## src/rtl/srpt_ram.sv

```systemverilog
// Simple dual-port RAM, one write and one registered read port, read-first.
`default_nettype none

module srpt_ram #(
    parameter  int WIDTH = 1,
    parameter  int DEPTH = 2048,
    localparam int AW    = $clog2(DEPTH)
) (
    input  wire logic             clk,
    input  wire logic             we,
    input  wire logic [AW-1:0]    waddr,
    input  wire logic [WIDTH-1:0] wdata,
    input  wire logic             re,
    input  wire logic [AW-1:0]    raddr,
    output logic      [WIDTH-1:0] rdata
);

    logic [WIDTH-1:0] mem [DEPTH];

    // same-address read and write returns the old word
    always_ff @(posedge clk) begin
        if (we) begin
            mem[waddr] <= wdata;
        end
        if (re) begin
            rdata <= mem[raddr];
        end
    end

endmodule

`default_nettype wire

```

## config.mk

```make
export PLATFORM = sky130hd
export DESIGN_NAME = srpt_ram
export DESIGN_NICKNAME = d
export VERILOG_FILES = /design/src/rtl/srpt_ram.sv
export SDC_FILE = /design/constraint.sdc
export NUM_CORES = 2
export LEC_CHECK = 0
export BUFFER_PORTS_ARGS = -buffer_cell sky130_fd_sc_hd__buf_2
export CORE_ASPECT_RATIO = 1.75
export CORE_MARGIN = 1.5
export CORE_UTILIZATION = 50
export CTS_BUF_LIST = sky130_fd_sc_hd__clkbuf_2 sky130_fd_sc_hd__clkbuf_4 sky130_fd_sc_hd__clkbuf_8
export DETAILED_ROUTE_END_ITERATION = 7
export PLACE_DENSITY_LB_ADDON = 0.2
export SYNTH_ARGS = -nofsm -noshare
export SYNTH_HDL_FRONTEND = slang
export SYNTH_SLANG_ARGS = --single-unit
export TNS_END_PERCENT = 10
```

## constraint.sdc

```tcl
create_clock -name clk -period 4.9 [get_ports clk]
set_clock_uncertainty 0.1 [all_clocks]
set_input_delay 0.49 -clock clk [delete_from_list [all_inputs] [get_ports clk]]
set_output_delay 0.49 -clock clk [all_outputs]
set_load 0.01 [all_outputs]
```

==> metrics.txt <==
most used cell, CP=nand4_1; critical path cell sequence=buf_8 -> buf_12 -> buf_4 -> mux4_2 -> o311ai_0 -> a311oi_1 -> nand4_1 -> or3_1 -> nand4_1; Synth top cells by count=2100 x nor2_1, 2049 x edfxtp_1, 384 x clkbuf_1; setup_tns=0 ns; Util after Layout=0.549; Crit path max-delay family=compound AO/OA/AOI/OAI gates; top-count cell post-synth=nor2_1; GR Overflow Total=0; area delta synth->final=9.12%; Total Routed Length=276000 µm; Synth area leaders=edfxtp_1 69%, nor2_1 8.8%, mux4_2 8.7%; Met1 Wirelength=94200 µm; reg-to-reg setup timing slack=around 1.7 ns; Fill cells=14500; Final Instance Area=97500 µm²; slowest library cell on the worst path=o311ai_0; Syn Nets=6269; Die Area=181000 µm²; gr usage total=0.304; Max rail drop VDD=0.246 mV; fmax=294 MHz; Clock Sinks=2049; count of different cell masters after synthesis=65; htree depth=5; fraction of layout cells with a size suffix above 1=0.169; sequential-to-total area share from yosys stat=0.689; synthesized area per cell=about 14 µm²; Async SR Flop Fraction=0; worst r2r src=mem[1316]; Final Cycle Share=0.694; pin slew with the least headroom to its limit=1.34 ns; switch share=0.230; Placement Cell Area=92000 µm²; Worst R2R Path Depth=8; GPL Wtd Cong=0.940; Comb power frac=0.057; cell area power density=353 nW/µm²; row count=205; most area-hungry cell type in the Yosys netlist=edfxtp_1; DR vias=55500; Synth top area share=0.689; switching pwr=just under 0.008 W; max-cap violations=0; Hold Path End=mem[1350]; vias per cell=roughly 6.3; sequential cell fraction of total power=0.560; startpoint types=input port; Highest Signal Layer=met5; Synth Instances=6243; worst hold stages=4; Hold Path Class=input port to register; CTS Hold Buffers Added=1; status=complete, no violations; Worst Hold Slack=slightly below 0.06 ns; Remaining DRCs=0; buffer levels on the longest clock path=4; IO Pins=27; Die Height=562 µm; dpl hpwl=159000 µm; Detail Route met3 WL=23700 µm; vias in the first global route=55500; first-pass GRT wire length=390000 µm; slowest cell delay on critical path=1.13 ns; synthesized flop and latch total=2049; area of the core=approximately 180000 µm²; Ys Warns=0; Root Driver=clkbuf_8; Internal=~0.027 W; Die W=323 µm; fin crit period=3.40 ns; metal2 WL=136000 µm; initial core utilization=0.503; Final Hold Viols=0; Final Power=0.0344 W; worst hold path startpoint=waddr[0]; RR Endpoint=rdata; Synth Cell Area=89400 µm²; LEAKAGE=29.2 nW; TritonCTS clock tree=yes; nets@finish=~6200; largest net degree at the start of global routing=198; Reg clk slew, reported paths=0.06 ns; Clk pwr share=0.383; Slew Viols, Final=0; WL/cell=31.4 µm; Post-synth EDFFs=2049; ANT nets after route=0; crit path max fanout=39; final setup fails=0; RSZ-0062 raised after global routing=false; number of port buffers=26; TritonCTS Buffers=a little under 300; crit path DAT=3.97 ns; Critical Path RT=5.47 ns; initial antenna violation count=22; relative slew slack=0.0944; Crit path buffers/inverters=3; post-CTS setup buffers=0; Starting DRT DRC Count=7243; Resize count post-CTS=0; critical path type=input port to register; clock latency at the later pin of the worst-skew pair=0.95 ns; CP endpoint kind=register; Most used DFF post-synth=edfxtp_1; DRT Pass-1 Iters=6
-- logic make-up after synthesis --
logic type	share of synthesized area
AND/OR/NAND/NOR	0.108
buffers and inverters	0.0362
flip-flops	0.689
multiplexers	0.135
AO/OA/AOI/OAI	0.0321
-- final cells by class --
type,instances,area (µm²),area share
Antenna cell,13,32.5,0.000334
Tap cell,2380,2980,0.0305
Clock buffer,378,4700,0.0482
Clock inverter,125,744,0.00764
Inverter,6,30.0,0.000308
Sequential cell,2049,61500,0.631
Timing Repair Buffer,259,2450,0.0251
Multi-Input combinational cell,3574,25000,0.257
-- worst max-delay path by stage --
| stage | start | endpoint | slack [ns] | depth (start not counted) |
|---|---|---|---|---|
| final | raddr[0] | rdata | 1.50 | 9 |
| after global placement | raddr[0] | rdata | 0.64 | 9 |
| after global routing | raddr[0] | rdata | 1.42 | 12 |
| after floorplan | raddr[0] | rdata | 1.94 | 10 |
| after detailed placement | raddr[0] | rdata | 0.66 | 9 |
| after CTS | raddr[0] | rdata | 1.63 | 9 |
-- stage by stage --
stage / worst slack (ns) / std cells
global placement: 0.644 / 8267
detailed placement: 0.664 / 8267
finish: 1.50 / 8784
global route: 1.42 / 8774
CTS: 1.63 / 8771
floorplan: 1.94 / 6243
-- placed cells by master (no fill, tap or decap), types with 8 or more instances in the layout --
| master | instances |
|---|---|
| buf_4 | 191 |
| inv_6 | 12 |
| mux2i_1 | 306 |
| nand3_1 | 33 |
| clkinv_2 | 17 |
| nand4_1 | 15 |
| buf_2 | 21 |
| clkinv_1 | 82 |
| a21oi_1 | 78 |
| mux4_2 | 345 |
| buf_12 | 42 |
| nand3_4 | 32 |
| mux4_1 | 44 |
| clkbuf_4 | 80 |
| edfxtp_1 | 2049 |
| a2111oi_0 | 17 |
| o221ai_1 | 117 |
| nor2_1 | 2097 |
| a22oi_1 | 23 |
| nor3_1 | 58 |
| o21ai_0 | 45 |
| o22ai_1 | 70 |
| nand2_1 | 163 |
| nor4_1 | 15 |
| clkbuf_8 | 298 |
| a31oi_1 | 8 |
| diode_2 | 13 |
-- flip-flops by register name, summed over array words and instances (netlist names) --
| name | count |
|---|---|
| mem | 2048 |
| rdata | 1 |
-- power by group through the flow --
stage / clock network [W] / logic, W / registers [W]
6_report: 0.0132 / 0.00197 / 0.0193
5_1_grt: 0.0140 / 0.00203 / 0.0193
4_1_cts: 0.0133 / 0.00195 / 0.0193
3_5_place_dp: 0 / 0.00195 / 0.0197
3_3_place_gp: 0 / 0.00193 / 0.0197
2_1_floorplan: 0 / 0.00105 / 0.0197
-- per-layer routing --
metal  up-vias  global-route usage
li1      23000                   -
met1     28700               0.363
met2      3006               0.509
met3       810              0.0520
met4        20               0.199
met5         -                   0
-- worst min-delay path, stage by stage --
cell,delay (ns)
buf_2,0.15
nor2b_2,0.13
nand2_1,0.11
nor2_1,0.05
Power figures use the tool's default switching activity.
